--- src/rtl/fdax_pkg.sv ---
// Package for the fused dot product and axpy stream block.
// Holds the configuration and work item types and the queue and register constants.
`default_nettype none

package fdax_pkg;

    localparam int PROD_W  = 33;
    localparam int QDEPTH  = 4;
    localparam int QPTR_W  = 2;
    localparam int QCNT_W  = QPTR_W + 1;
    localparam int PADDR_W = 5;

    localparam logic [2:0] REG_ALPHA_RE    = 3'd0;
    localparam logic [2:0] REG_ALPHA_IM    = 3'd1;
    localparam logic [2:0] REG_CONJ_DOT_X  = 3'd2;
    localparam logic [2:0] REG_CONJ_DOT_Y  = 3'd3;
    localparam logic [2:0] REG_CONJ_AXPY_X = 3'd4;

    typedef struct packed {
        logic signed [15:0] alpha_re;
        logic signed [15:0] alpha_im;
        logic               conj_dot_x;
        logic               conj_dot_y;
        logic               conj_axpy_x;
    } t_cfg;

    typedef struct packed {
        logic signed [PROD_W-1:0] axpy_re;
        logic signed [PROD_W-1:0] axpy_im;
        logic signed [PROD_W-1:0] dot_re;
        logic signed [PROD_W-1:0] dot_im;
        logic signed [15:0]       z_re;
        logic signed [15:0]       z_im;
        logic                     last;
    } t_work;

endpackage

`default_nettype wire

--- src/rtl/fdax_queue.sv ---
// Short work queue between the front and back stages.
// Depends on fdax_pkg for the work item type and the queue depth.
`default_nettype none

module fdax_queue
    import fdax_pkg::*;
(
    input  wire logic  i_clk,
    input  wire logic  i_rst_n,
    input  wire logic  i_push,
    input  wire t_work i_work,
    output logic       o_push_ready,
    input  wire logic  i_pop,
    output logic       o_valid,
    output t_work      o_work
);

    t_work              r_mem [QDEPTH];
    logic  [QPTR_W-1:0] r_wr_ptr;
    logic  [QPTR_W-1:0] r_rd_ptr;
    logic  [QCNT_W-1:0] r_count;
    logic               w_push;
    logic               w_pop;

    assign o_push_ready = r_count != QCNT_W'(QDEPTH);
    assign o_valid      = r_count != '0;
    assign o_work       = r_mem[r_rd_ptr];
    assign w_push       = i_push && o_push_ready;
    assign w_pop        = i_pop && o_valid;

    always_ff @(posedge i_clk) begin
        if (!i_rst_n) begin
            r_wr_ptr <= '0;
            r_rd_ptr <= '0;
            r_count  <= '0;
        end else begin
            if (w_push) begin
                r_wr_ptr <= r_wr_ptr + 1'b1;
            end
            if (w_pop) begin
                r_rd_ptr <= r_rd_ptr + 1'b1;
            end
            if (w_push && !w_pop) begin
                r_count <= r_count + 1'b1;
            end else if (w_pop && !w_push) begin
                r_count <= r_count - 1'b1;
            end
        end
    end

    always_ff @(posedge i_clk) begin
        if (w_push) begin
            r_mem[r_wr_ptr] <= i_work;
        end
    end

    a_count_bound: assert property (@(posedge i_clk) disable iff (!i_rst_n)
        r_count <= QCNT_W'(QDEPTH))
        else $error("queue count above depth");

    a_count_drop: assert property (@(posedge i_clk) disable iff (!i_rst_n)
        (w_pop && !w_push) |=> (r_count == $past(r_count) - 1'b1))
        else $error("queue count did not drop on pop");

    a_ptr_gap: assert property (@(posedge i_clk) disable iff (!i_rst_n)
        (r_count != QCNT_W'(QDEPTH)) |-> ((r_wr_ptr - r_rd_ptr) == r_count[QPTR_W-1:0]))
        else $error("queue pointers disagree with count");

endmodule

`default_nettype wire

--- config.mk ---
export PLATFORM = sky130hd
export DESIGN_NAME = fdax_queue
export DESIGN_NICKNAME = d
export VERILOG_FILES = /design/src/rtl/fdax_pkg.sv /design/src/rtl/fdax_queue.sv
export SDC_FILE = /design/constraint.sdc
export NUM_CORES = 1
export LEC_CHECK = 0
export ABC_AREA = 1
export BUFFER_PORTS_ARGS = -buffer_cell sky130_fd_sc_hd__buf_2
export CAP_MARGIN = 20
export CORE_MARGIN = 4
export CORE_UTILIZATION = 52
export DETAILED_ROUTE_END_ITERATION = 8
export GPL_TIMING_DRIVEN = 0
export PLACE_DENSITY = 0.74
export SLEW_MARGIN = 20
export SYNTH_ARGS = -nofsm -noshare
export SYNTH_HDL_FRONTEND = slang
export SYNTH_SLANG_ARGS = --single-unit
--- constraint.sdc ---
create_clock -name i_clk -period 8.3 [get_ports i_clk]
set_input_delay 0.83 -clock i_clk [delete_from_list [all_inputs] [get_ports i_clk]]
set_output_delay 0.83 -clock i_clk [all_outputs]
set_load 0.03 [all_outputs]
==> impl_metrics.tcl <==
set metrics [dict create \
    cts-root-buf "clkbuf_16" \
    pre_cts_ws_ns 5.19 \
    yosys_warnings 0 \
    layout_setup_ws_ns 4.95 \
    drt_iter0_drc 1531 \
    worst_pin_slew_ns 0.640 \
    rsz0062_at_grt "no" \
    pin_count 336 \
    cts_setup_buffers 0 \
    crit_required_ns 7.47 \
    power_w 0.0103 \
    max_freq_mhz 298 \
    hpwl_um 40900 \
    synthesis.area_um2 25000 \
    core_um2 47500 \
    relSlewSlack 0.573 \
    top_layer "met5" \
    wl_um 62000 \
    wl_met1_um 24100 \
    mostFrequentLayoutCell "edfxtp_1" \
    wl_met3_um 5500 \
    vdd_drop_max_mv 0.323 \
    grt_pass1_vias 15900 \
    cts_buffers 67 \
    crit_path_max_incr_delay_ns 0.46 \
    routedWlPerCell_um 22.4 \
    dp_cells 2649 \
    crit_fanout 10 \
    path_common_cell "buf_2" \
    final_cell_mix "edfxtp_1, buf_2, nor2_1, o21ai_0, o22ai_1" \
    hp-class "in -> reg" \
    drive_gt1_frac 0.241 \
    nNetsFinal 2278 \
    cts.sinks 669 \
    outcome "complete, no violations" \
    finalCriticalPeriod_ns 3.35 \
    final_cell_area_um2 30400 \
    synth.avg_cell_area_um2 15.0 \
    grt_overflow 0 \
    drc_errors 0 \
    cp_slowest_cell "clkbuf_1" \
    cp-start-kind "register" \
    clk_pin_slew_ns 0.06 \
    num_vias 15900 \
    vias_per_cell 5.75 \
    dpl_cell_area_um2 28300 \
    crit_chain "inv_1, buf_2, clkbuf_1, o21ai_1, o22ai_1, buf_2" \
    clock_skew_ns 0.0209 \
    synthDistinctLibCells 20 \
    htree_levels 3 \
    grt_max_degree 24 \
    die_h_um 227 \
    wl_met2_um 30500 \
    synth-seq-cells 669 \
    stdcell_count 2768 \
    drv_slew 0 \
    rows 80 \
    setup_violations 0 \
    antenna_found_initial 13 \
    port-buffer-count 335 \
    area_delta_synth_final_pct 22.0 \
    clk_latency_ns 0.59 \
    power_density_nw_per_um2 337 \
    cp.arrival_ns 2.52 \
    gp_congestion 0.790 \
    synthCells 1664 \
    crit_family "buffers and inverters" \
    firstDrtPassIters 5 \
    grt_usage 0.235 \
    start_util 0.525 \
    drv_cap 0 \
    cts_hold_buf 0 \
    grt_pass1_wl_um 91600 \
    die_area_um2 51500 \
    cts_tree "built" \
    cellLeakagePower_nw 10.7 \
    cp-end-kind "output port" \
    timing.critical_path.buf_inv 4 \
    worst-setup-path-type "reg -> out" \
    fin_crit_sh 0.404 \
    cts.path.max_buffers 3 \
    die_w_um 227 \
    cts-resized-gates 0 \
    synth-seq-area-share 0.802 \
    hold_viol_final 0 \
    ant_nets 0 \
    synth_nets 1839 \
]
-- logic make-up (layout without fill, tap and decap cells) --
group                    after synthesis  count (layout)  share of synthesized area
buffers and inverters                125             611                     0.0313
flip-flops                           669             669                      0.802
other                                  0               3                          0
adder cells (fa/ha/maj)                6               6                    0.00331
AO/OA/AOI/OAI                        499             499                      0.108
AND/OR/NAND/NOR                      364             364                     0.0551
XOR/XNOR                               1               1                   0.000351
-- sequential cells by signal (all words and copies together) (netlist names), named ones only --
register and count:
r_count 3, r_mem 660, r_rd_ptr 2, r_wr_ptr 2
-- metal layers --
metal,up-vias,global-route usage
met5,-,0
met2,666,0.391
li1,7190,-
met1,7898,0.304
met3,135,0.0624
met4,20,0.0802
-- final cells by class --
cell class | instances | area (µm²)
clock inverter | 31 | 328
timing repair buffer | 370 | 2530
antenna | 3 | 7.51
buffer | 109 | 713
clock buffer | 85 | 1830
inverter | 16 | 67.6
multi-input combinational | 870 | 4200
tap | 615 | 769
fill | 3308 | 17100
sequential | 669 | 20000
-- stage by stage --
| stage | setup TNS, ns | hold slack [ns] | utilization |
|---|---|---|---|
| floorplan | -130.54 | 0.465 | - |
| global placement | -3794.03 | 0.491 | 0.576 |
| detailed placement | 0 | 0.498 | 0.595 |
| CTS | 0 | 0.413 | 0.640 |
| global route | 0 | 0.431 | 0.640 |
| finish | 0 | 0.450 | 0.640 |
-- power by group --
part	switching, W	internal [W]
combinational	0.00226	0.000871
clock	0.00119	0.00177
sequential	0.0000783	0.00410
total	0.00353	0.00674
-- cells in the mapped netlist --
master	instances	area (µm²)
xor2_1	1	8.76
o21ai_1	67	335
ha_1	5	62.6
a21oi_1	3	15.0
nand2_1	15	56.3
dfxtp_1	9	180
buf_4	1	7.51
o21ai_0	264	1320
nand3_1	4	20.0
inv_8	1	11.3
inv_1	15	56.3
buf_8	3	45.0
fa_1	1	20.0
buf_6	33	372
nor2_1	344	1290
clkbuf_1	57	214
buf_2	15	75.1
nand3b_1	1	7.51
o22ai_1	165	1030
edfxtp_1	660	19800
-- worst paths after layout --
check                                              start                     end  slack, ns  cells after the start
worst max-delay path                            register              o_work[49]       4.95                      6
worst min-delay path                          i_work[11]  r_mem[0][11]$_DFFE_PP_       0.45                      1
worst max register to register   r_count[0]$_SDFFE_PN0P_  r_mem[3][72]$_DFFE_PP_       5.48                      9
worst min register to register  r_rd_ptr[0]$_SDFFE_PN0P_                register       0.51                      2
Power figures use the tool's default switching activity.
