==> src/rtl/fdax_pkg.sv <==
// Package for the fused dot product and axpy stream block.
// Holds the configuration and work item types and the queue and register constants.
`default_nettype none

package fdax_pkg;

    localparam int PROD_W  = 33;
    localparam int QDEPTH  = 4;
    localparam int QPTR_W  = 2;
    localparam int QCNT_W  = QPTR_W + 1;
    localparam int PADDR_W = 5;

    localparam logic [2:0] REG_ALPHA_RE    = 3'd0;
    localparam logic [2:0] REG_ALPHA_IM    = 3'd1;
    localparam logic [2:0] REG_CONJ_DOT_X  = 3'd2;
    localparam logic [2:0] REG_CONJ_DOT_Y  = 3'd3;
    localparam logic [2:0] REG_CONJ_AXPY_X = 3'd4;

    typedef struct packed {
        logic signed [15:0] alpha_re;
        logic signed [15:0] alpha_im;
        logic               conj_dot_x;
        logic               conj_dot_y;
        logic               conj_axpy_x;
    } t_cfg;

    typedef struct packed {
        logic signed [PROD_W-1:0] axpy_re;
        logic signed [PROD_W-1:0] axpy_im;
        logic signed [PROD_W-1:0] dot_re;
        logic signed [PROD_W-1:0] dot_im;
        logic signed [15:0]       z_re;
        logic signed [15:0]       z_im;
        logic                     last;
    } t_work;

endpackage

`default_nettype wire

==> src/rtl/fdax_regs.sv <==
// Configuration registers behind an APB-style port.
// Depends on fdax_pkg for the register codes and the configuration struct.
`default_nettype none

module fdax_regs
    import fdax_pkg::*;
(
    input  wire logic               i_clk,
    input  wire logic               i_rst_n,
    input  wire logic               psel,
    input  wire logic               penable,
    input  wire logic               pwrite,
    input  wire logic [PADDR_W-1:0] paddr,
    input  wire logic [31:0]        pwdata,
    output logic      [31:0]        prdata,
    output logic                    pready,
    output t_cfg                    o_cfg
);

    t_cfg r_cfg;
    t_cfg n_cfg;
    logic w_wr;

    assign pready = 1'b1;
    assign w_wr   = psel && penable && pwrite && pready;
    assign o_cfg  = r_cfg;

    always_comb begin
        n_cfg = r_cfg;
        if (w_wr) begin
            unique case (paddr[4:2])
                REG_ALPHA_RE:    n_cfg.alpha_re    = pwdata[15:0];
                REG_ALPHA_IM:    n_cfg.alpha_im    = pwdata[15:0];
                REG_CONJ_DOT_X:  n_cfg.conj_dot_x  = pwdata[0];
                REG_CONJ_DOT_Y:  n_cfg.conj_dot_y  = pwdata[0];
                REG_CONJ_AXPY_X: n_cfg.conj_axpy_x = pwdata[0];
                default:         n_cfg = r_cfg;
            endcase
        end
    end

    always_comb begin
        unique case (paddr[4:2])
            REG_ALPHA_RE:    prdata = {{16{r_cfg.alpha_re[15]}}, r_cfg.alpha_re};
            REG_ALPHA_IM:    prdata = {{16{r_cfg.alpha_im[15]}}, r_cfg.alpha_im};
            REG_CONJ_DOT_X:  prdata = {31'd0, r_cfg.conj_dot_x};
            REG_CONJ_DOT_Y:  prdata = {31'd0, r_cfg.conj_dot_y};
            REG_CONJ_AXPY_X: prdata = {31'd0, r_cfg.conj_axpy_x};
            default:         prdata = 32'd0;
        endcase
    end

    always_ff @(posedge i_clk) begin
        if (!i_rst_n) begin
            r_cfg <= '0;
        end else begin
            r_cfg <= n_cfg;
        end
    end

endmodule

`default_nettype wire

==> config.mk <==
export PLATFORM = sky130hd
export DESIGN_NAME = fdax_regs
export DESIGN_NICKNAME = d
export VERILOG_FILES = /design/src/rtl/fdax_pkg.sv /design/src/rtl/fdax_regs.sv
export SDC_FILE = /design/constraint.sdc
export NUM_CORES = 1
export LEC_CHECK = 0
export BUFFER_PORTS_ARGS = -buffer_cell sky130_fd_sc_hd__buf_2
export CAP_MARGIN = 0
export CORE_ASPECT_RATIO = 1.75
export CORE_MARGIN = 10
export CORE_UTILIZATION = 40
export CTS_BUF_LIST = sky130_fd_sc_hd__clkbuf_8
export DETAILED_ROUTE_END_ITERATION = 10
export PLACE_DENSITY = 0.88
export SLEW_MARGIN = 25
export SYNTH_ARGS = -nofsm -noshare
export SYNTH_HDL_FRONTEND = slang
export SYNTH_SLANG_ARGS = --single-unit
==> constraint.sdc <==
create_clock -name i_clk -period 2 [get_ports i_clk]
set_input_delay 0.4 -clock i_clk [delete_from_list [all_inputs] [get_ports i_clk]]
set_output_delay 0.4 -clock i_clk [all_outputs]
set_load 0.02 [all_outputs]
==> results of run 1 <==
cell families after synthesis:
| family | after synthesis | share of synthesized area |
|---|---|---|
| compound gates | 3 | 0.0120 |
| buf+inv | 31 | 0.119 |
| flops | 35 | 0.396 |
| simple gates | 77 | 0.182 |
| other cells | 1 | 0.00212 |
| mux | 51 | 0.289 |
cells in the mapped netlist (2+ instances only):
cell type,n,area (um^2)
nand2_1,52,195
nor2_1,16,60.1
nand3b_1,2,15.0
buf_4,18,135
clkbuf_1,9,33.8
buf_2,2,10.0
mux2i_1,50,500
dfxtp_1,35,701
worst register-to-register path, cell delays in order, from the launching register on:
cell	delay (ns)
dfxtp_1	0.35
nand2_1	0.06
mux2i_1	0.14
worst min path at each step:
stage / endpoint / slack (ns) / cells past startpoint
2_1_floorplan: o_cfg[10]$_SDFFE_PN0P_ / 0.54 / 2
3_3_place_gp: o_cfg[6]$_SDFFE_PN0P_ / 0.46 / 2
3_5_place_dp: o_cfg[5]$_SDFFE_PN0P_ / 0.46 / 2
4_1_cts: o_cfg[31]$_SDFFE_PN0P_ / 0.37 / 3
5_1_grt: o_cfg[31]$_SDFFE_PN0P_ / 0.37 / 3
6_report: o_cfg[31]$_SDFFE_PN0P_ / 0.39 / 3
routing by layer:
metal,part of all wire,wire length (um),track usage
met1,0.34,1660,0.110
met2,0.54,2630,0.229
met3,0.096,469,0.0505
met4,0.024,117,0.0609
met5,0,0,0
power groups by stage:
stage	registers (uW)	logic [uW]	clock network, uW
3_5_place_dp	722	125	0
2_1_floorplan	727	68.0	0
3_3_place_gp	721	121	0
6_report	706	123	541
4_1_cts	706	125	566
5_1_grt	706	134	592
through the flow:
| step | worst slack (ns) | power [uW] | utilization | cell area (um^2) |
|---|---|---|---|---|
| 5_1_grt | 0.178 | 1430 | 0.516 | 2250 |
| 6_report | 0.241 | 1370 | 0.516 | 2250 |
| 2_1_floorplan | 0.158 | 795 | - | 1780 |
| 4_1_cts | 0.232 | 1400 | 0.516 | 2250 |
| 3_3_place_gp | 0.252 | 842 | 0.493 | 2150 |
| 3_5_place_dp | 0.231 | 846 | 0.493 | 2150 |
cell type report:
class,count,share of cell area
multi-input cells,132,0.384
flip-flops and latches,35,0.311
repair buffers,98,0.232
clock buffers,7,0.0428
well taps,51,0.0283
clock inverters,1,0.00167
==> metrics.md, run 1 <==
| Metric | Value |
|---|---|
| Status | `finished clean` |
| Worst Path Max Fanout | `10` |
| Htree depth | `2` |
| Largest register FFs | `35` |
| Number of synthesized flops with an enable pin | `0` |
| ANT cells | `0` |
| CP endpoint kind | `output pin` |
| Register area share after synthesis | `0.396` |
| Slew headroom | `0.624` |
| Core Box Area | `4360 um^2` |
| Most common cell after layout, fill and taps aside | `buf_2` |
| Clock Sinks | `35` |
| Routed len/inst | `15.1 um` |
| Post-Syn Area | `1770 um^2` |
| Syn Inst Count | `198` |
| CTS tree | `yes` |
| Worst Path Required | `1.60 ns` |
| Critical-path cell list | `buf_2, buf_4, nand2_1, o21a_1, o22ai_1, buf_2` |
| Via count | `1574` |
| Footprint of the multi-input gates | `866 um^2` |
| Drt via density | `4.86` |
| Hold_sp | `pwdata[12]` |
| F_max | `569 MHz` |
| R2R Path End | `o_cfg[27]$_SDFFE_PN0P_` |
| PD cells | `608 nW/um^2` |
| Fillers | `436` |
| Warnings from Yosys | `0` |
| Setup CP Type | `in -> out` |
| Placed cell count | `316` |
| Final Non-Filler Cells | `324` |
| Crit path max-delay cell type | `buf_4` |
| DR DRC count | `0` |
| Setup Buffers After CTS | `0` |
| Share of layout cells above drive strength 1 | `0.403` |
| First-pass DRT Iterations | `4` |
| Initial Utilization | `0.405` |
| Internal power | `1060 uW` |
| Register-to-Register Path Depth | `2` |
| Most frequent cells in the layout | `buf_2, nand2_1, mux2i_1` |
| Largest net degree at the start of global routing | `28` |
| P&R area growth vs syn | `27.4%` |
| Clock power share | `0.395` |
| Most used cell, CP | `buf_2` |
| GR Overflow Total | `0` |
| Clock slew at reported path FFs | `0.07 ns` |
| Syn nets | `240` |
| Min cycle time layout | `1.76 ns` |
| Pin slew with the least headroom to its limit | `0.561 ns` |
| Count of input and output buffers | `90` |
| RR Startpoint | `o_cfg[27]$_SDFFE_PN0P_` |
| NetSw | `308 uW` |
| Mean Syn Cell Area | `8.94 um^2` |
| Total GRT Usage | `0.123` |
| Clock Path Buffers | `2` |
| Slew Viols, Final | `0` |
| Crit path depth | `6` |
| CP bufs+invs | `3` |
| R2r setup slk | `1.37 ns` |
| Chip height | `108 um` |
| First-pass GRT wire length | `7730 um` |
| Cell Rows | `32` |
| Layout Skew | `0 ns` |
| Max cap viols | `0` |
| Resize count post-CTS | `0` |
| Final #Nets | `314` |
| Clock Latency Late Sink | `0.27 ns` |
| Final hold vios | `0` |
| Prevailing post-synth register cell | `dfxtp_1` |
| Seq pwr share | `0.515` |
| Type of the worst min-delay path | `in -> reg` |
| Final Cycle Share | `0.879` |
| Crit path launch type | `input port` |
| Ports | `110` |
| Hold_buf cts | `0` |
| Switching Fraction | `0.225` |
| Async SR Flop Fraction | `0` |
| Register bit total from synthesis | `35` |
| WP data arrival | `1.36 ns` |
| Hold Slack | `0.387 ns` |
| Leak Pwr | `0.00124 uW` |
| Register area | `701 um^2` |
| RSZ-0062 raised after global routing | `false` |
| Final WL | `4890 um` |
| Die area | `7590 um^2` |
| Worst setup path endpoint | `prdata[0]` |
| Vias in the first global route | `1581` |
| Initial antenna violation count | `0` |
| Worst path max stage delay | `0.23 ns` |
| Die Width | `70.3 um` |
| CTS Root Cell | `clkbuf_8` |
| Cts bufs inserted | `5` |
| CP Launch Point | `paddr[2]` |
| Final HPWL DP | `3950 um` |
| Placer congestion estimate | `0.749` |
| Post-route ant nets | `0` |
| Final setup vio count | `0` |
| Drt initial violations | `42` |
| Netlist cell types | `22` |
| Post-route setup TNS | `0 ns` |
| Comb pwr share | `0.090` |
| Crit path max-delay family | `buffers and inverters` |
| Worst vdd ir | `520 uV` |
No activity file was read; power rests on OpenSTA's default activity.
==> run 2, diff against run 1 <==
--- a/config.mk
+++ b/config.mk
@@ -12,6 +12,7 @@
 export CORE_UTILIZATION = 40
 export CTS_BUF_LIST = sky130_fd_sc_hd__clkbuf_8
 export DETAILED_ROUTE_END_ITERATION = 10
+export GPL_TIMING_DRIVEN = 0
 export PLACE_DENSITY = 0.88
 export SLEW_MARGIN = 25
 export SYNTH_ARGS = -nofsm -noshare
==> run 2 against run 1 <==
Net effect: sequential share of layout area shrank 2.1 points; non-clock buffer count is 22 higher; combinational power increased by 4%; maximum frequency fell by 7.4%; utilization grew 3.7 points; worst setup slack lost 0.14 ns; critical path type unchanged; largest power group unchanged; highest routed layer unchanged.
==> metrics.md, run 2 (same netlist as run 1, synthesis figures left out) <==
| Metric | Value |
|---|---|
| Status | `finished clean` |
| Most common cell after layout, fill and taps aside | `buf_2` |
| Share of layout cells above drive strength 1 | `0.429` |
| CTS Root Cell | `clkbuf_8` |
| Crit path launch type | `input port` |
| Cts bufs inserted | `5` |
| Placer congestion estimate | `0.783` |
| First-pass DRT Iterations | `4` |
| Setup CP Type | `in -> out` |
| Placed cell count | `337` |
| Via count | `1665` |
| Ports | `110` |
| Initial Utilization | `0.405` |
| Slew Viols, Final | `0` |
| CTS tree | `yes` |
| First-pass GRT wire length | `8670 um` |
| Layout Skew | `0 ns` |
| Clock Sinks | `35` |
| DR DRC count | `0` |
| Die Width | `70.3 um` |
| Cell Rows | `32` |
| Final Cycle Share | `0.949` |
| Final Non-Filler Cells | `345` |
| Largest register FFs | `35` |
| Core Box Area | `4360 um^2` |
| Hold Slack | `0.387 ns` |
| Worst Path Max Fanout | `10` |
| Core Util, Final | `0.554` |
| Slew headroom | `0.630` |
| Min cycle time layout | `1.90 ns` |
| Leak Pwr | `0.00134 uW` |
| Routed len/inst | `15.7 um` |
| PD cells | `591 nW/um^2` |
| Final HPWL DP | `4270 um` |
| Pin slew with the least headroom to its limit | `0.555 ns` |
| Drt via density | `4.83` |
| P&R area growth vs syn | `36.6%` |
| Die area | `7590 um^2` |
| Final WL | `5430 um` |
| Total GRT Usage | `0.140` |
| Final setup vio count | `0` |
| Initial antenna violation count | `0` |
| Worst vdd ir | `479 uV` |
| Clock Path Buffers | `2` |
| Clock Latency Late Sink | `0.28 ns` |
| Clock slew at reported path FFs | `0.07 ns` |
| ANT cells | `0` |
| Most frequent cells in the layout | `buf_2, nand2_1, mux2i_1` |
| CP endpoint kind | `output pin` |
| Post-route ant nets | `0` |
| Layout Cell Area excl Fill | `2420 um^2` |
| Final #Nets | `336` |
| Count of input and output buffers | `88` |
| Vias in the first global route | `1742` |
| F_max | `527 MHz` |
| Max cap viols | `0` |
| WP data arrival | `1.50 ns` |
| Setup slack after layout | `0.101 ns` |
| Htree depth | `2` |
| GR Overflow Total | `0` |
| Drt initial violations | `28` |
| Placed cell area | `2280 um^2` |
| Dpl ws | `-0.206 ns` |
| Final hold vios | `0` |
| RSZ-0062 raised after global routing | `false` |
| Chip height | `108 um` |
| Largest net degree at the start of global routing | `11` |
| Hold_buf cts | `0` |
| Worst Path Required | `1.60 ns` |
| Type of the worst min-delay path | `in -> reg` |
[run 2: final cells by class]
class                           count  area, um^2
Buffer                             30         224
Multi-Input combinational cell    132         870
Tap cell                           51        63.8
Sequential cell                    35         701
Clock buffer                        5        68.8
Fill cell                         432        1950
Clock inverter                      2        33.8
Timing Repair Buffer               90         455
[run 2: per-stage QoR]
stage	setup TNS (ns)	total power, uW
2_1_floorplan	0	795
3_3_place_gp	-3.73	845
3_5_place_dp	-3.93	848
4_1_cts	0	1440
5_1_grt	0	1480
6_report	0	1430
[run 2: power breakdown]
part / internal [uW] / switching [uW]
logic: 50.6 / 77.8
clock network: 360 / 235
registers: 702 / 3.90
total: 1110 / 316
[run 2: what timing repair did]
item                       CTS  global route
buffers inserted             2             0
resized for setup            5             2
cloned                       0             0
pin swaps                    1             0
setup endpoints to repair   27            16
[run 2: path summary, 6_finish.rpt]
path,start,end,slack (ns),depth (start not counted)
setup / recovery,paddr[3],prdata[21],0.10,6
hold / removal,pwdata[14],o_cfg[17]$_SDFFE_PN0P_,0.39,3
setup reg to reg,o_cfg[23]$_SDFFE_PN0P_,o_cfg[23]$_SDFFE_PN0P_,1.34,2
hold reg to reg,o_cfg[6]$_SDFFE_PN0P_,o_cfg[6]$_SDFFE_PN0P_,0.47,2
[run 2: critical path: stages]
cell and delay [ns]:
buf_2 0.14, or2_2 0.40, nor2_4 0.12, buf_4 0.17
buf_4 0.11, buf_2 0.15
[run 2: metal layers]
metal / part of all wire / wire [um] / vias up / GRT usage
met2: 0.56 / 3020 / 66 / 0.269
met4: 0.023 / 123 / 0 / 0.0751
met3: 0.062 / 338 / 8 / 0.0358
met5: 0 / 0 / - / 0
met1: 0.36 / 1940 / 768 / 0.131
li1: - / - / 823 / -
==> run 3, diff against run 2 <==
--- a/config.mk
+++ b/config.mk
@@ -8,7 +8,7 @@
 export BUFFER_PORTS_ARGS = -buffer_cell sky130_fd_sc_hd__buf_2
 export CAP_MARGIN = 0
 export CORE_ASPECT_RATIO = 1.75
-export CORE_MARGIN = 10
+export CORE_MARGIN = 5
 export CORE_UTILIZATION = 40
 export CTS_BUF_LIST = sky130_fd_sc_hd__clkbuf_8
 export DETAILED_ROUTE_END_ITERATION = 10
==> run 3 against run 2 <==
Net effect: via count up 0.48%; critical endpoint is now prdata[17]; sequential power about the same; total power down 3.7%; clock power down 8.7%; highest routed layer unchanged; largest power group unchanged; critical path depth up 1.
==> metrics.md, run 3 (same netlist as run 1, synthesis figures left out) <==
| Metric | Value |
|---|---|
| Final WL | `4930 um` |
| Layout Cell Area excl Fill | `2410 um^2` |
| P&R area growth vs syn | `36.4%` |
| Type of the worst min-delay path | `in -> reg` |
| Status | `finished clean` |
| Largest net degree at the start of global routing | `18` |
| GR Overflow Total | `0` |
| Count of input and output buffers | `88` |
| F_max | `537 MHz` |
| R2r setup slk | `1.34 ns` |
| Met1 Use GR | `0.166` |
| Min cycle time layout | `1.86 ns` |
| Placed cell area | `2280 um^2` |
| Share of layout cells above drive strength 1 | `0.429` |
| Busiest grt layer | `met2` |
| Most common cell after layout, fill and taps aside | `buf_2` |
| Crit path launch type | `input port` |
| RSZ-0062 raised after global routing | `false` |
| Placer congestion estimate | `0.792` |
| Leak Pwr | `0.00133 uW` |
| PD cells | `570 nW/um^2` |
| Setup slack after layout | `0.137 ns` |
| CP endpoint kind | `output pin` |
| Most frequent cells in the layout | `buf_2, nand2_1, mux2i_1` |
| Hold_buf cts | `0` |
| Final hold vios | `0` |
| DR DRC count | `0` |
| Cts bufs inserted | `5` |
| Total GRT Usage | `0.168` |
| Worst Path Required | `1.60 ns` |
| Chip height | `98.0 um` |
| First-pass GRT wire length | `7560 um` |
| Layout Skew | `0 ns` |
| Post-route ant nets | `0` |
| CTS tree | `yes` |
| Ports | `110` |
| Drt via density | `4.85` |
| ANT cells | `0` |
| WP data arrival | `1.46 ns` |
| Final Cycle Share | `0.932` |
| Placed cell count | `337` |
| Pin slew with the least headroom to its limit | `0.579 ns` |
| Clock Latency Late Sink | `0.28 ns` |
| Drt initial violations | `17` |
| Setup CP Type | `in -> out` |
| CTS Root Cell | `clkbuf_8` |
| Clock slew at reported path FFs | `0.07 ns` |
| Final HPWL DP | `3880 um` |
| Slew headroom | `0.614` |
| Grt met2 use | `0.322` |
| Initial Utilization | `0.405` |
| Routed len/inst | `14.3 um` |
| First-pass DRT Iterations | `4` |
| Htree depth | `2` |
| Dpl ws | `-0.203 ns` |
| Cell Rows | `32` |
| Die area | `5910 um^2` |
| Die Width | `60.3 um` |
| Initial antenna violation count | `0` |
| Worst Path Max Fanout | `17` |
| Overall Power | `1380 uW` |
| Clock Sinks | `35` |
| Clock Path Buffers | `2` |
| Final Non-Filler Cells | `345` |
| Vias in the first global route | `1610` |
| Final #Nets | `335` |
| Largest register FFs | `35` |
| Max cap viols | `0` |
| M3 GR Usage | `0.0344` |
| Core Box Area | `4360 um^2` |
| Slew Viols, Final | `0` |
| Final setup vio count | `0` |
| Via count | `1673` |
| Worst vdd ir | `558 uV` |
-- run 3: cell count changes in the layout (fill, tap and decap cells not counted), sizes merged --
cell and delta:
buf -1, bufinv -1, clkbuf +2
-- run 3: cell type report --
| cell class | count | area (um^2) |
|---|---|---|
| clock inverter | 1 | 3.75 |
| sequential | 35 | 701 |
| tap | 51 | 63.8 |
| fill | 442 | 1950 |
| multi-input combinational | 132 | 870 |
| clock buffer | 7 | 96.3 |
| timing repair buffer | 89 | 460 |
| buffer | 30 | 218 |
-- run 3: where the power goes --
group          switching (uW)  internal [uW]  leakage (uW)
clock                     234            309     0.0000557
sequential               4.08            702      0.000282
combinational            77.2           49.6      0.000995
total                     315           1060       0.00133
-- run 3: final timing paths --
path	depth (start not counted)	to	startpoint
hold reg to reg	2	o_cfg[10]$_SDFFE_PN0P_	o_cfg[10]$_SDFFE_PN0P_
hold / removal	3	o_cfg[10]$_SDFFE_PN0P_	pwdata[7]
setup reg to reg	2	o_cfg[19]$_SDFFE_PN0P_	o_cfg[19]$_SDFFE_PN0P_
setup / recovery	7	prdata[17]	paddr[2]
-- run 3: critical path, cell delays in order --
cell	delay [ns]
clkbuf_2	0.14
buf_6	0.17
mux2i_2	0.27
nor2_4	0.07
buf_12	0.14
buf_4	0.12
buf_2	0.15
-- run 3: routing by layer --
metal | routed length (um) | vias to the layer above | share of wire
li1 | - | 825 | -
met1 | 1640 | 784 | 0.33
met2 | 2880 | 57 | 0.58
met3 | 334 | 7 | 0.068
met4 | 85 | 0 | 0.017
met5 | 0 | - | 0
-- run 3: what timing repair did --
item,4_1_cts,5_1_grt
pin swaps,1,0
hold endpoints to repair,0,0
cloned,0,0
buffers inserted,1,0
gates resized for setup,4,2
setup endpoints to repair,27,16
-- run 3: metrics by stage --
step | setup TNS (ns) | hold WS [ns] | util
floorplan | 0 | 0.545 | -
global placement | -3.71 | 0.456 | 0.523
detailed placement | -4.19 | 0.467 | 0.523
CTS | 0 | 0.382 | 0.552
global route | 0 | 0.386 | 0.553
finish | 0 | 0.387 | 0.553
