`config.mk`:
```
export PLATFORM = sky130hd
export DESIGN_NAME = fdax_back_flat
export DESIGN_NICKNAME = d
export VERILOG_FILES = /design/src/rtl/fdax_pkg.sv /design/src/rtl/fdax_if.sv /design/src/rtl/fdax_back.sv /design/src/flat_wrapper.sv
export SDC_FILE = /design/constraint.sdc
export NUM_CORES = 1
export LEC_CHECK = 0
export ABC_AREA = 1
export ABC_CLOCK_PERIOD_IN_PS = 6890
export BUFFER_PORTS_ARGS = -buffer_cell sky130_fd_sc_hd__buf_4
export CAP_MARGIN = 40
export CORE_MARGIN = 1.5
export CORE_UTILIZATION = 40
export DETAILED_ROUTE_END_ITERATION = 8
export SLEW_MARGIN = 15
export SYNTH_ARGS = -nofsm -noshare
export SYNTH_HDL_FRONTEND = slang
export SYNTH_SLANG_ARGS = --single-unit
```
`constraint.sdc`:
```
create_clock -name i_clk -period 6.89 [get_ports i_clk]
set_input_delay 0.3445 -clock i_clk [delete_from_list [all_inputs] [get_ports i_clk]]
set_output_delay 0.3445 -clock i_clk [all_outputs]
set_load 0.1 [all_outputs]
```
`src/rtl/fdax_pkg.sv`:
```
// Package for the fused dot product and axpy stream block.
// Holds the configuration and work item types and the queue and register constants.
`default_nettype none

package fdax_pkg;

    localparam int PROD_W  = 33;
    localparam int QDEPTH  = 4;
    localparam int QPTR_W  = 2;
    localparam int QCNT_W  = QPTR_W + 1;
    localparam int PADDR_W = 5;

    localparam logic [2:0] REG_ALPHA_RE    = 3'd0;
    localparam logic [2:0] REG_ALPHA_IM    = 3'd1;
    localparam logic [2:0] REG_CONJ_DOT_X  = 3'd2;
    localparam logic [2:0] REG_CONJ_DOT_Y  = 3'd3;
    localparam logic [2:0] REG_CONJ_AXPY_X = 3'd4;

    typedef struct packed {
        logic signed [15:0] alpha_re;
        logic signed [15:0] alpha_im;
        logic               conj_dot_x;
        logic               conj_dot_y;
        logic               conj_axpy_x;
    } t_cfg;

    typedef struct packed {
        logic signed [PROD_W-1:0] axpy_re;
        logic signed [PROD_W-1:0] axpy_im;
        logic signed [PROD_W-1:0] dot_re;
        logic signed [PROD_W-1:0] dot_im;
        logic signed [15:0]       z_re;
        logic signed [15:0]       z_im;
        logic                     last;
    } t_work;

endpackage

`default_nettype wire

```
`src/rtl/fdax_if.sv`:
```
// Stream interfaces for the fused dot product and axpy block.
// Input item channel and result item channel; no dependencies.
`default_nettype none


interface fdax_out_if #(
    parameter int ACC_WIDTH = 48
);
    logic                        valid;
    logic                        ready;
    logic signed [15:0]          z_new_re;
    logic signed [15:0]          z_new_im;
    logic signed [ACC_WIDTH-1:0] dot_re;
    logic signed [ACC_WIDTH-1:0] dot_im;
    logic                        dot_valid;

    modport source (output valid, z_new_re, z_new_im, dot_re, dot_im, dot_valid, input ready);
    modport sink (input valid, z_new_re, z_new_im, dot_re, dot_im, dot_valid, output ready);
endinterface

`default_nettype wire

```
`src/rtl/fdax_back.sv`:
```
// Back stage: rounds the axpy result, runs the saturating dot accumulator
// and holds the result item. Depends on fdax_pkg and fdax_out_if.
`default_nettype none

module fdax_back
    import fdax_pkg::*;
#(
    parameter int ACC_WIDTH = 48
) (
    input  wire logic  i_clk,
    input  wire logic  i_rst_n,
    input  wire logic  i_work_valid,
    input  wire t_work i_work,
    output logic       o_pop,
    fdax_out_if.source o_res
);

    localparam logic signed [ACC_WIDTH-1:0] AccMax = {1'b0, {(ACC_WIDTH-1){1'b1}}};
    localparam logic signed [ACC_WIDTH-1:0] AccMin = {1'b1, {(ACC_WIDTH-1){1'b0}}};

    logic                        r_valid;
    logic signed [15:0]          r_z_re;
    logic signed [15:0]          r_z_im;
    logic signed [ACC_WIDTH-1:0] r_dot_re;
    logic signed [ACC_WIDTH-1:0] r_dot_im;
    logic                        r_dot_valid;
    logic signed [ACC_WIDTH-1:0] r_acc_re;
    logic signed [ACC_WIDTH-1:0] r_acc_im;
    logic signed [ACC_WIDTH-1:0] n_acc_re;
    logic signed [ACC_WIDTH-1:0] n_acc_im;
    logic signed [15:0]          w_z_re;
    logic signed [15:0]          w_z_im;

    function automatic logic signed [15:0] round_sat(
        input logic signed [15:0]        z,
        input logic signed [PROD_W-1:0]  p
    );
        logic signed [PROD_W:0] sum;
        logic signed [PROD_W:0] rnd;
        begin
            sum = ((PROD_W + 1)'(z) <<< 15) + (PROD_W + 1)'(p) + (PROD_W + 1)'(16384);
            rnd = sum >>> 15;
            if (rnd > (PROD_W + 1)'(32767)) begin
                round_sat = 16'sh7fff;
            end else if (rnd < -(PROD_W + 1)'(32768)) begin
                round_sat = -16'sh8000;
            end else begin
                round_sat = rnd[15:0];
            end
        end
    endfunction

    function automatic logic signed [ACC_WIDTH-1:0] acc_add(
        input logic signed [ACC_WIDTH-1:0] a,
        input logic signed [PROD_W-1:0]    p
    );
        logic signed [ACC_WIDTH:0] sum;
        begin
            sum = (ACC_WIDTH + 1)'(a) + (ACC_WIDTH + 1)'(p);
            if (sum[ACC_WIDTH] != sum[ACC_WIDTH-1]) begin
                acc_add = sum[ACC_WIDTH] ? AccMin : AccMax;
            end else begin
                acc_add = sum[ACC_WIDTH-1:0];
            end
        end
    endfunction

    assign o_pop = i_work_valid && (!r_valid || o_res.ready);

    assign o_res.valid     = r_valid;
    assign o_res.z_new_re  = r_z_re;
    assign o_res.z_new_im  = r_z_im;
    assign o_res.dot_re    = r_dot_re;
    assign o_res.dot_im    = r_dot_im;
    assign o_res.dot_valid = r_dot_valid;

    always_comb begin
        w_z_re   = round_sat(i_work.z_re, i_work.axpy_re);
        w_z_im   = round_sat(i_work.z_im, i_work.axpy_im);
        n_acc_re = acc_add(r_acc_re, i_work.dot_re);
        n_acc_im = acc_add(r_acc_im, i_work.dot_im);
    end

    always_ff @(posedge i_clk) begin
        if (!i_rst_n) begin
            r_valid  <= 1'b0;
            r_acc_re <= '0;
            r_acc_im <= '0;
        end else begin
            if (o_pop) begin
                r_valid  <= 1'b1;
                r_acc_re <= i_work.last ? '0 : n_acc_re;
                r_acc_im <= i_work.last ? '0 : n_acc_im;
            end else if (o_res.ready) begin
                r_valid <= 1'b0;
            end
        end
    end

    always_ff @(posedge i_clk) begin
        if (o_pop) begin
            r_z_re      <= w_z_re;
            r_z_im      <= w_z_im;
            r_dot_re    <= i_work.last ? n_acc_re : '0;
            r_dot_im    <= i_work.last ? n_acc_im : '0;
            r_dot_valid <= i_work.last;
        end
    end

    a_acc_clear: assert property (@(posedge i_clk) disable iff (!i_rst_n)
        (o_pop && i_work.last) |=> (r_acc_re == '0 && r_acc_im == '0))
        else $error("accumulator not cleared after last item");

    a_dot_zero: assert property (@(posedge i_clk) disable iff (!i_rst_n)
        (r_valid && !r_dot_valid) |-> (r_dot_re == '0 && r_dot_im == '0))
        else $error("dot fields set on an item that is not last");

    a_pop_room: assert property (@(posedge i_clk) disable iff (!i_rst_n)
        o_pop |-> (i_work_valid && (!r_valid || o_res.ready)))
        else $error("pop without room in the output register");

endmodule

`default_nettype wire

```
`src/flat_wrapper.sv`:
```
// flat-port wrapper written by rule: the top's interface ports become plain ports
module fdax_back_flat import fdax_pkg::*;
#(
    parameter int ACC_WIDTH = 48
)
  (i_clk, i_rst_n, i_work_valid, i_work, o_pop, o_res_valid, o_res_z_new_re, o_res_z_new_im, o_res_dot_re, o_res_dot_im, o_res_dot_valid, o_res_ready);
  fdax_out_if #(.ACC_WIDTH(ACC_WIDTH)) o_res_i ();
  input  wire logic i_clk;
  input  wire logic i_rst_n;
  input  wire logic i_work_valid;
  input  wire t_work i_work;
  output logic o_pop;
  output wire logic [$bits(o_res_i.valid)-1:0] o_res_valid;
  output wire logic [$bits(o_res_i.z_new_re)-1:0] o_res_z_new_re;
  output wire logic [$bits(o_res_i.z_new_im)-1:0] o_res_z_new_im;
  output wire logic [$bits(o_res_i.dot_re)-1:0] o_res_dot_re;
  output wire logic [$bits(o_res_i.dot_im)-1:0] o_res_dot_im;
  output wire logic [$bits(o_res_i.dot_valid)-1:0] o_res_dot_valid;
  input wire logic [$bits(o_res_i.ready)-1:0] o_res_ready;
  assign o_res_valid = o_res_i.valid;
  assign o_res_z_new_re = o_res_i.z_new_re;
  assign o_res_z_new_im = o_res_i.z_new_im;
  assign o_res_dot_re = o_res_i.dot_re;
  assign o_res_dot_im = o_res_i.dot_im;
  assign o_res_dot_valid = o_res_i.dot_valid;
  assign o_res_i.ready = o_res_ready;
  fdax_back #(.ACC_WIDTH(ACC_WIDTH)) u_core (.i_clk(i_clk), .i_rst_n(i_rst_n), .i_work_valid(i_work_valid), .i_work(i_work), .o_pop(o_pop), .o_res(o_res_i));
endmodule
```
==> flow_summary.yaml, run 1 <==
outcome:
  outcome: "complete, no violations"
setup_path:
  crit_path_end_kind: "flop"
  crit_arrival_ps: 3820
  critPathMaxFanout: 57
  reg2reg_slack_ps: 3340
  critPathRequiredTime_ps: 7160
  startpoint_type: "flop"
  critPathKind: "reg -> reg"
grt:
  overflow: 0
  grt_pass1_wl_um: 97660
  antenna_found_initial: 2
  grt_pass1_vias: 18160
  grt_max_degree: 72
  grtUsageTotal_pct: 25.50
yosys:
  postSynthAreaPerCell_sq_um: 6.800
  yosysMostFrequentCell: "nand2_1"
  synth_enable_flop_cells: 129
  synth_top_area_share_pct: 20.48
  synth.distinct_cells: 46
  synth_nets: 3086
  synth-seq-cells: 226
  synth_top_flop_cell: "edfxtp_1"
  synth-seq-area-share_pct: 30.75
  yosys.area.top_type: "edfxtp_1"
  yosysWarnings: 0
  synth_area_leaders: "edfxtp_1 20%, nand2_1 19%, dfxtp_1 10%"
  syn_area_sq_mm: 0.01891
  async_reset_ff_share_pct: 0
  netlist_instances: 2781
  yosys-top-cells-count: "965 x nand2_1, 306 x inv_1, 302 x a21oi_1, 179 x nor2_1, 132 x ha_1"
sta:
  rsz0062_at_grt: "false"
  max_freq_ghz: 0.2816
  final.setup.tns_ps: 0
  maxSlewHeadroom_pct: 50.52
  slew_viol_final: 0
  layout_setup_ws_ps: 3338
  finalSetupViolCount: 0
  fin_worst_skew_ps: 34.87
  hold_violations: 0
  worst_pin_slew_ps: 741.4
  min_period_ps: 3552
  finalCritPeriodShare_pct: 51.55
drt:
  wirelength_um: 62270
  vias_per_cell: 5.101
  drc: 0
  ant_nets: 0
  routedWlPerCell_um: 17.04
  vias: 18640
  drtIter0Drc: 1074
  drtPass1Iterations: 5
power_and_ir_drop:
  power_density_mw_per_mm2: 247.8
  leakage_nw: 10.94
  max-vdd-ir-drop_mv: 0.2648
place:
  gp_congestion: 0.9213
  dp_hpwl_um: 50270
  port_buffers: 271
  place_ws_ps: 3123
final_layout:
  fin_nets: 3331
  drive_gt1_share_pct: 16.70
  diodes: 0
  syn2layout_area_growth_pct: 18.43
clocking:
  path_clk_slew_ps: 60
  hold_buffers: 0
  htreeDepth: 1
  clock_latency_ps: 580
  cts_buffers: 28
  cts_setup_buffers: 0
  cts_tree: "done"
  clockBufferDepth: 3
  clockRootBuffer: "clkbuf_16"
  cts_resized: 0
  numClockSinks: 226
floorplanning:
  die_w_um: 220.4
  dieArea_sq_mm: 0.04859
  num_rows: 79
  die_y_um: 220.4
  start_util_pct: 40.62
  io-pin-count: 300
  core_sq_mm: 0.04656
worst_hold_path:
  hold_path.class: "in -> reg"
flow_run:
  drv_cap: 0
[kinds of logic after synthesis]
| kind of cell | share of synthesized area, % |
|---|---|
| and+or+nand+nor | 33.28 |
| AOI/OAI and AO/OA | 13.66 |
| DFF | 30.75 |
| xor gates and xnor gates | 4.446 |
| buffers and inverters | 8.713 |
| adders and majority gates | 9.156 |
[routing by layer]
metal / global-route usage, % / share of wire [%] / vias to the layer above / routed length, um
met2: 39.23 / 43 / 473 / 26540
met4: 6.780 / 2.3 / 4 / 1451
met3: 5.045 / 6.7 / 84 / 4188
met1: 36.23 / 48 / 8568 / 30070
met5: 0 / 0.037 / - / 23
li1: - / - / 9515 / -
[worst paths after layout]
check,start,endpoint,depth (start not counted)
max,u_core.r_acc_im[0],u_core.o_res.dot_im[1],15
min,o_res_ready,u_core.o_res.valid,4
max reg2reg,u_core.r_acc_im[0],u_core.o_res.dot_im[1],15
min reg2reg,u_core.r_acc_re[13],u_core.r_acc_re[13],2
[worst max-delay path, stage by stage (launching register included)]
cell and delay (ps):
dfxtp_1 310, ha_1 240, fa_1 440, nand2_1 110, nand2_1 60, nand3b_1 90, nand2_1 140, nand2_1 120
nand2_2 130, nand2_2 150, nand3_2 110, nand2_4 120, nand2_4 70, nand2_4 280, buf_4 540, a21oi_1 280
[cell usage in the layout (no fill, tap or decap), types with 8 or more instances in the layout]
master       n
and2_1      26
buf_4      277
nor2_2      14
clkinv_1    11
o21ai_0     67
edfxtp_1   129
clkbuf_16   29
a21oi_1    302
nor2_1     178
o21ai_2     21
ha_1       132
xnor2_1     29
o21bai_1    29
dfxtp_1     97
xor2_1      67
nand3_1     85
inv_1      305
nand2_1    964
nand2_2     83
nor2_4       8
a21oi_2     23
nand3b_1     8
inv_2       18
nand4_1     45
nor3_1      32
[area by class of cell]
class                      count  area (sq um)
inverter                     327          1234
tap                          607         759.5
timing repair buffer         283          2222
multi-input combinational   2160         11460
clock inverter                20         156.4
sequential                   226          5816
fill                        4824         24160
clock buffer                  32         747.0
[report_power, final]
group          switching, W  internal (W)
Clock              0.000624      0.000849
Sequential        0.0000582       0.00162
Combinational       0.00177      0.000631
[flip-flops by register name, indices dropped and copies added, names as in the netlist]
name                    flops
u_core.o_res.dot_valid      1
u_core.o_res.dot_re        48
u_core.o_res.z_new_im      16
u_core.r_acc_re            48
u_core.o_res.dot_im        48
u_core.o_res.valid          1
u_core.r_acc_im            48
u_core.o_res.z_new_re      16
[per-stage QoR]
stage / hold WS (ps) / utilization, % / instances / cell area [sq um] / total power [W]
floorplan: 443.4 / - / 2781 / 18910 / 0.003544
global placement: 457.1 / 45.86 / 3597 / 21350 / 0.004076
detailed placement: 461.3 / 46.13 / 3602 / 21470 / 0.004100
CTS: 75.04 / 48.07 / 3654 / 22380 / 0.005596
global route: 134.3 / 48.11 / 3655 / 22400 / 0.005845
finish: 107.4 / 48.11 / 3655 / 22400 / 0.005549
No activity file was read; power rests on OpenSTA's default activity.
==> run 2: changes to the inputs <==
--- a/config.mk
+++ b/config.mk
@@ -5,8 +5,8 @@
 export SDC_FILE = /design/constraint.sdc
 export NUM_CORES = 1
 export LEC_CHECK = 0
-export ABC_AREA = 1
-export ABC_CLOCK_PERIOD_IN_PS = 6890
+export ABC_AREA = 0
+export ABC_CLOCK_PERIOD_IN_PS = 3330
 export BUFFER_PORTS_ARGS = -buffer_cell sky130_fd_sc_hd__buf_4
 export CAP_MARGIN = 40
 export CORE_MARGIN = 1.5
==> constraint.sdc (replaced) <==
create_clock -name i_clk -period 3.33 [get_ports i_clk]
set_input_delay 0.1665 -clock i_clk [delete_from_list [all_inputs] [get_ports i_clk]]
set_output_delay 0.1665 -clock i_clk [all_outputs]
set_load 0.1 [all_outputs]
==> run 2 against run 1 <==
Net effect:
- total power rose by 100%
- non-clock buffer count rose by 92
- final cell count fell by 28%
- synthesized cell count fell by 36%
- die area fell by 16%
- combinational power rose by 90%
- sequential share of layout area rose by 2.9 points
- critical path type unchanged
- largest power group unchanged
==> flow_summary.yaml, run 2 <==
outcome:
  outcome: "complete, no violations"
power_and_ir_drop:
  max-vdd-ir-drop_mv: 0.3653
  power_density_mw_per_mm2: 554.0
  power_w: 0.01117
  leakage_nw: 8.699
place:
  port_buffers: 271
  gp_congestion: 0.9189
  postPlaceCellArea_sq_mm: 0.01892
  dp_hpwl_um: 35790
drt:
  wirelength_um: 47220
  drtIter0Drc: 795
  vias_per_cell: 5.566
  drtPass1Iterations: 6
  ant_nets: 0
  vias: 14720
  routedWlPerCell_um: 17.85
  drc: 0
grt:
  grt_max_degree: 61
  grt_pass1_wl_um: 74730
  grtUsageTotal_pct: 22.55
  antenna_found_initial: 0
  overflow: 0
  grt_pass1_vias: 14210
sta:
  hold_violations: 0
  worst_pin_slew_ps: 755.2
  hold_ws_ps: 56.07
  finalCritPeriodShare_pct: 97.05
  final.setup.tns_ps: 0
  fin_worst_skew_ps: 11.75
  rsz0062_at_grt: "true"
  min_period_ps: 3232
  finalSetupViolCount: 0
  slew_viol_final: 0
  max_freq_ghz: 0.3094
  maxSlewHeadroom_pct: 49.65
setup_path:
  critPathRequiredTime_ps: 3720
  startpoint: "u_core.r_acc_re[0]"
  startpoint_type: "flop"
  critPathMaxFanout: 4
  worst-path-stages: 13
  crit_path_end_kind: "flop"
  cp_cell_sequence: "ha_1, fa_1, a21oi_2, o211ai_1, nand4b_1, nand3_1, a21o_1, buf_4, a41o_1, buf_4, a21o_1, and3_1, nor3_1"
  crit_end: "u_core.o_res.dot_re[40]"
  reg2reg_from: "u_core.r_acc_re[0]"
  timing.rr.end: "u_core.o_res.dot_re[40]"
  critPathKind: "reg -> reg"
  critPathSlowestCell: "fa_1"
  critPathTopFamily: "compound AO/OA/AOI/OAI gates"
  reg2reg_slack_ps: 100
  crit_arrival_ps: 3630
  reg2reg_depth: 13
  critPathBufInv: 2
  slowest_delay_ps: 430
yosys:
  yosysWarnings: 0
  async_reset_ff_share_pct: 0
  yosys-top-cells-count: "183 x nor2_1, 177 x nand2_1, 162 x a21oi_1, 132 x ha_1, 129 x edfxtp_1"
  syn_area_sq_mm: 0.01582
  yosysMostFrequentCell: "nor2_1"
  synth-seq-area-share_pct: 36.77
  yosys.area.top_type: "edfxtp_1"
  postSynthAreaPerCell_sq_um: 8.886
  netlist_instances: 1780
  synth_nets: 2085
  synth-seq-cells: 226
  synth.distinct_cells: 101
  synth_top_area_share_pct: 24.49
  synth_area_leaders: "edfxtp_1 24%, dfxtp_1 12%, ha_1 10%"
  synth_enable_flop_cells: 129
  synth_top_flop_cell: "edfxtp_1"
floorplanning:
  start_util_pct: 40.74
  die_y_um: 201.9
  die_w_um: 201.9
  core_sq_mm: 0.03883
  dieArea_sq_mm: 0.04074
  io-pin-count: 300
  num_rows: 72
flow_run:
  drv_cap: 0
final_layout:
  mostFrequentLayoutCell: "buf_4"
  diodes: 0
  multi_input_area_sq_mm: 0.009573
  syn2layout_area_growth_pct: 27.43
  finalInstanceArea_sq_mm: 0.02016
  final_cell_mix: "360 x buf_4, 178 x nor2_1, 175 x nand2_1"
  fill_cells: 3664
  fin_nets: 2410
  area.sequential_sq_mm: 0.005819
  drive_gt1_share_pct: 23.23
clocking:
  clock_latency_ps: 570
  numClockSinks: 226
  cts_tree: "done"
  clockRootBuffer: "clkbuf_16"
  path_clk_slew_ps: 60
  clockBufferDepth: 3
  htreeDepth: 1
  cts_buffers: 28
worst_hold_path:
  hold_path.class: "in -> reg"
[run 2: routing by layer]
layer	wire, um	GRT usage (%)	part of all wire, %
met5	0	0	0
met4	878	5.570	1.9
met3	3692	5.208	7.8
met2	21050	35.96	45
met1	21600	30.83	46
[run 2: cell type report]
class                           instances  area share, %
Clock buffer                           33          3.774
Clock inverter                         19         0.9684
Inverter                               57          1.080
Multi-Input combinational cell       1417          47.50
Sequential cell                       226          28.87
Tap cell                              518          3.216
Timing Repair Buffer                  375          14.59
[run 2: cell families after synthesis]
| kind of cell | Yosys count | synth area share (%) |
|---|---|---|
| DFF | 226 | 36.77 |
| buffers and inverters | 137 | 3.845 |
| and+or+nand+nor | 565 | 16.60 |
| adders and majority gates | 139 | 11.14 |
| xor gates and xnor gates | 109 | 6.036 |
| muxes | 5 | 0.3560 |
| AOI/OAI and AO/OA | 599 | 25.25 |
[run 2: per-stage QoR]
step | instances | worst slack (ps) | util, %
2_1_floorplan | 1780 | -1033 | -
3_3_place_gp | 2582 | 65.07 | 48.72
3_5_place_dp | 2582 | 14.06 | 48.72
4_1_cts | 2640 | 12.84 | 51.34
5_1_grt | 2645 | -20.35 | 51.91
6_report | 2645 | 98.29 | 51.91
[run 2: worst min-delay path, cell delays in order]
cell     delay [ps]
buf_4           100
fa_1            160
nor2_1           60
o21ai_1         100
[run 2: worst min-delay path by stage]
| stage | startpoint | to | slack [ps] | cells past startpoint |
|---|---|---|---|---|
| final | i_work[34] | u_core.r_acc_im[1] | 60 | 4 |
| after global routing | i_work[34] | u_core.r_acc_im[1] | 60 | 4 |
| after CTS | i_work[34] | u_core.r_acc_im[1] | 30 | 4 |
| after detailed placement | u_core.r_acc_im[31] | u_core.r_acc_im[31] | 450 | 2 |
| after global placement | i_work_valid | u_core.o_res.valid | 430 | 3 |
| after floorplan | i_work[0] | u_core.o_res.dot_valid | 270 | 0 |
[run 2: what timing repair did]
item / 4_1_cts / 5_1_grt
hold buffers: 6 / 0
setup endpoints to repair: 1 / 123
pin swaps: 0 / 5
buffers inserted: 0 / 4
endpoints found under the hold margin: 6 / 0
resized for setup: 1 / 40
[run 2: report_power, final]
part	total [W]	switching, W	internal [W]	leakage (nW)
registers	0.00345	0.000120	0.00333	2.06
clock network	0.00315	0.00128	0.00187	0.445
logic	0.00456	0.00315	0.00141	6.20
==> run 3: changes to the inputs <==
--- a/config.mk
+++ b/config.mk
@@ -9,7 +9,7 @@
 export ABC_CLOCK_PERIOD_IN_PS = 3330
 export BUFFER_PORTS_ARGS = -buffer_cell sky130_fd_sc_hd__buf_4
 export CAP_MARGIN = 40
-export CORE_MARGIN = 1.5
+export CORE_MARGIN = 2
 export CORE_UTILIZATION = 40
 export DETAILED_ROUTE_END_ITERATION = 8
 export SLEW_MARGIN = 15
==> run 3 against run 2 <==
Net effect:
- critical path depth fell by 2
- final cell count about the same
- largest power group unchanged
- clock-buffer cell count increased by 6
- sequential cell count is the same
- sequential power is essentially flat
- clock power is 6.7% lower
- fmax grew 1.4%
- cell area shrank 0.14%
==> flow_summary.yaml, run 3 (same netlist as run 2, synthesis figures left out) <==
power_and_ir_drop:
  power_density_mw_per_mm2: 545.3
  max-vdd-ir-drop_mv: 0.3392
  leakage_nw: 8.704
sta:
  hold_violations: 0
  max_freq_ghz: 0.3138
  finalSetupViolCount: 0
  layout_setup_ws_ps: 143.3
  worst_pin_slew_ps: 670.0
  maxSlewHeadroom_pct: 55.28
  slew_viol_final: 0
  finalCritPeriodShare_pct: 95.70
  hold_ws_ps: 67.34
  fin_worst_skew_ps: 15.26
  min_period_ps: 3187
drt:
  drtPass1Iterations: 5
  ant_nets: 0
  routedWlPerCell_um: 18.01
  vias_per_cell: 5.517
  wirelength_um: 47650
  drtIter0Drc: 748
  vias: 14600
  drc: 0
grt:
  grt_max_degree: 55
  grt_busiest_layer: "met2"
  grt_pass1_vias: 14420
  grt_pass1_wl_um: 75760
  gr-usage-met2_pct: 35.70
  antenna_found_initial: 0
  grtUsageTotal_pct: 22.64
  overflow: 0
  met1_usage_pct: 31.23
  grt_util_met3_pct: 4.783
setup_path:
  crit_path_end_kind: "flop"
  critPathMaxFanout: 7
  critPathKind: "reg -> reg"
  timing.rr.end: "u_core.o_res.dot_re[45]"
  startpoint_type: "flop"
  reg2reg_slack_ps: 140
  reg2reg_depth: 11
  critPathRequiredTime_ps: 3630
  crit_arrival_ps: 3490
  reg2reg_from: "u_core.r_acc_re[6]"
final_layout:
  fill_cells: 3674
  drive_gt1_share_pct: 22.84
  diodes: 0
  mostFrequentLayoutCell: "buf_4"
  final_cell_mix: "364 x buf_4, 180 x nor2_1, 176 x nand2_1"
  fin_nets: 2413
  syn2layout_area_growth_pct: 27.26
  area.sequential_sq_mm: 0.005819
  multi_input_area_sq_mm: 0.009578
clocking:
  clock_latency_ps: 560
  numClockSinks: 226
  path_clk_slew_ps: 60
  clockBufferDepth: 3
  clockRootBuffer: "clkbuf_16"
  htreeDepth: 1
  cts_buffers: 26
  cts_tree: "done"
place:
  port_buffers: 271
  dp_hpwl_um: 36430
  place_ws_ps: 39.16
  gp_congestion: 0.9302
floorplanning:
  io-pin-count: 300
  start_util_pct: 40.74
  num_rows: 72
  core_sq_mm: 0.03883
  die_w_um: 202.9
  die_y_um: 202.9
  dieArea_sq_mm: 0.04115
worst_hold_path:
  hold_path.class: "in -> reg"
  hp-start: "i_work[34]"
  min_to: "u_core.r_acc_im[1]"
  hold_depth: 4
flow_run:
  drv_cap: 0
outcome:
  outcome: "complete, no violations"
==> run 3: cell count changes in the layout (fill, tap and decap cells not counted), sizes merged <==
cell,previous run,this run
clkinvlp,9,2
buf,369,373
bufinv,3,1
inv,57,56
clkbuf,33,40
==> run 3: layout make-up <==
| cell class | count | area share [%] |
|---|---|---|
| well taps | 518 | 3.220 |
| repair buffers | 380 | 14.86 |
| multi-input cells | 1417 | 47.58 |
| clock inverters | 9 | 0.3481 |
| clock buffers | 39 | 3.991 |
| inverters | 57 | 1.082 |
| flip-flops and latches | 226 | 28.91 |
==> run 3: where the power goes <==
group | total, W | leakage, nW | internal [W] | switching [W]
Sequential | 0.00346 | 2.06 | 0.00333 | 0.000122
Clock | 0.00294 | 0.430 | 0.00174 | 0.00120
Combinational | 0.00458 | 6.22 | 0.00143 | 0.00316
==> run 3: critical path: stages, from the launching register on <==
cell,delay [ps]
dfxtp_1,320
ha_1,330
a21oi_1,260
o211ai_1,190
a21oi_2,240
a31oi_4,140
a41oi_2,310
mux2_4,370
a21o_4,240
buf_4,150
and2_1,180
a22o_1,200
==> run 3: worst max-delay path by stage <==
| stage | cells past startpoint | to | from |
|---|---|---|---|
| 3_5_place_dp | 12 | u_core.r_acc_re[2] | i_work[98] |
| 2_1_floorplan | 9 | u_core.r_acc_re[39] | u_core.o_res.valid |
| 6_report | 11 | u_core.o_res.dot_re[45] | u_core.r_acc_re[6] |
| 5_1_grt | 12 | u_core.o_res.dot_im[36] | u_core.r_acc_im[9] |
| 4_1_cts | 12 | u_core.o_res.dot_re[45] | u_core.r_acc_re[0] |
| 3_3_place_gp | 13 | u_core.o_res.dot_re[45] | i_work[66] |
==> run 3: per-stage QoR <==
| step | utilization (%) | power, W | std cells | area [sq um] | setup TNS (ps) |
|---|---|---|---|---|---|
| floorplan | - | 0.006818 | 1780 | 15860 | -88360 |
| global placement | 48.82 | 0.007979 | 2589 | 18960 | 0 |
| detailed placement | 48.89 | 0.008009 | 2590 | 18980 | 0 |
| CTS | 51.30 | 0.01100 | 2644 | 19920 | 0 |
| global route | 51.84 | 0.01153 | 2646 | 20130 | -5.600 |
| finish | 51.84 | 0.01098 | 2646 | 20130 | 0 |
==> run 3: routing by layer <==
layer / wire, um / up-vias
met4: 1281 / 0
met2: 20900 / 453
li1: - / 7278
met1: 21890 / 6795
met3: 3570 / 73
met5: 0 / -
==> run 3: what timing repair did <==
action                                  4_1_cts  5_1_grt
buffers inserted                              0        1
hold buffers                                  6        0
endpoints found under the setup margin        0      170
endpoints found under the hold margin         6        0
resized for setup                             0       41
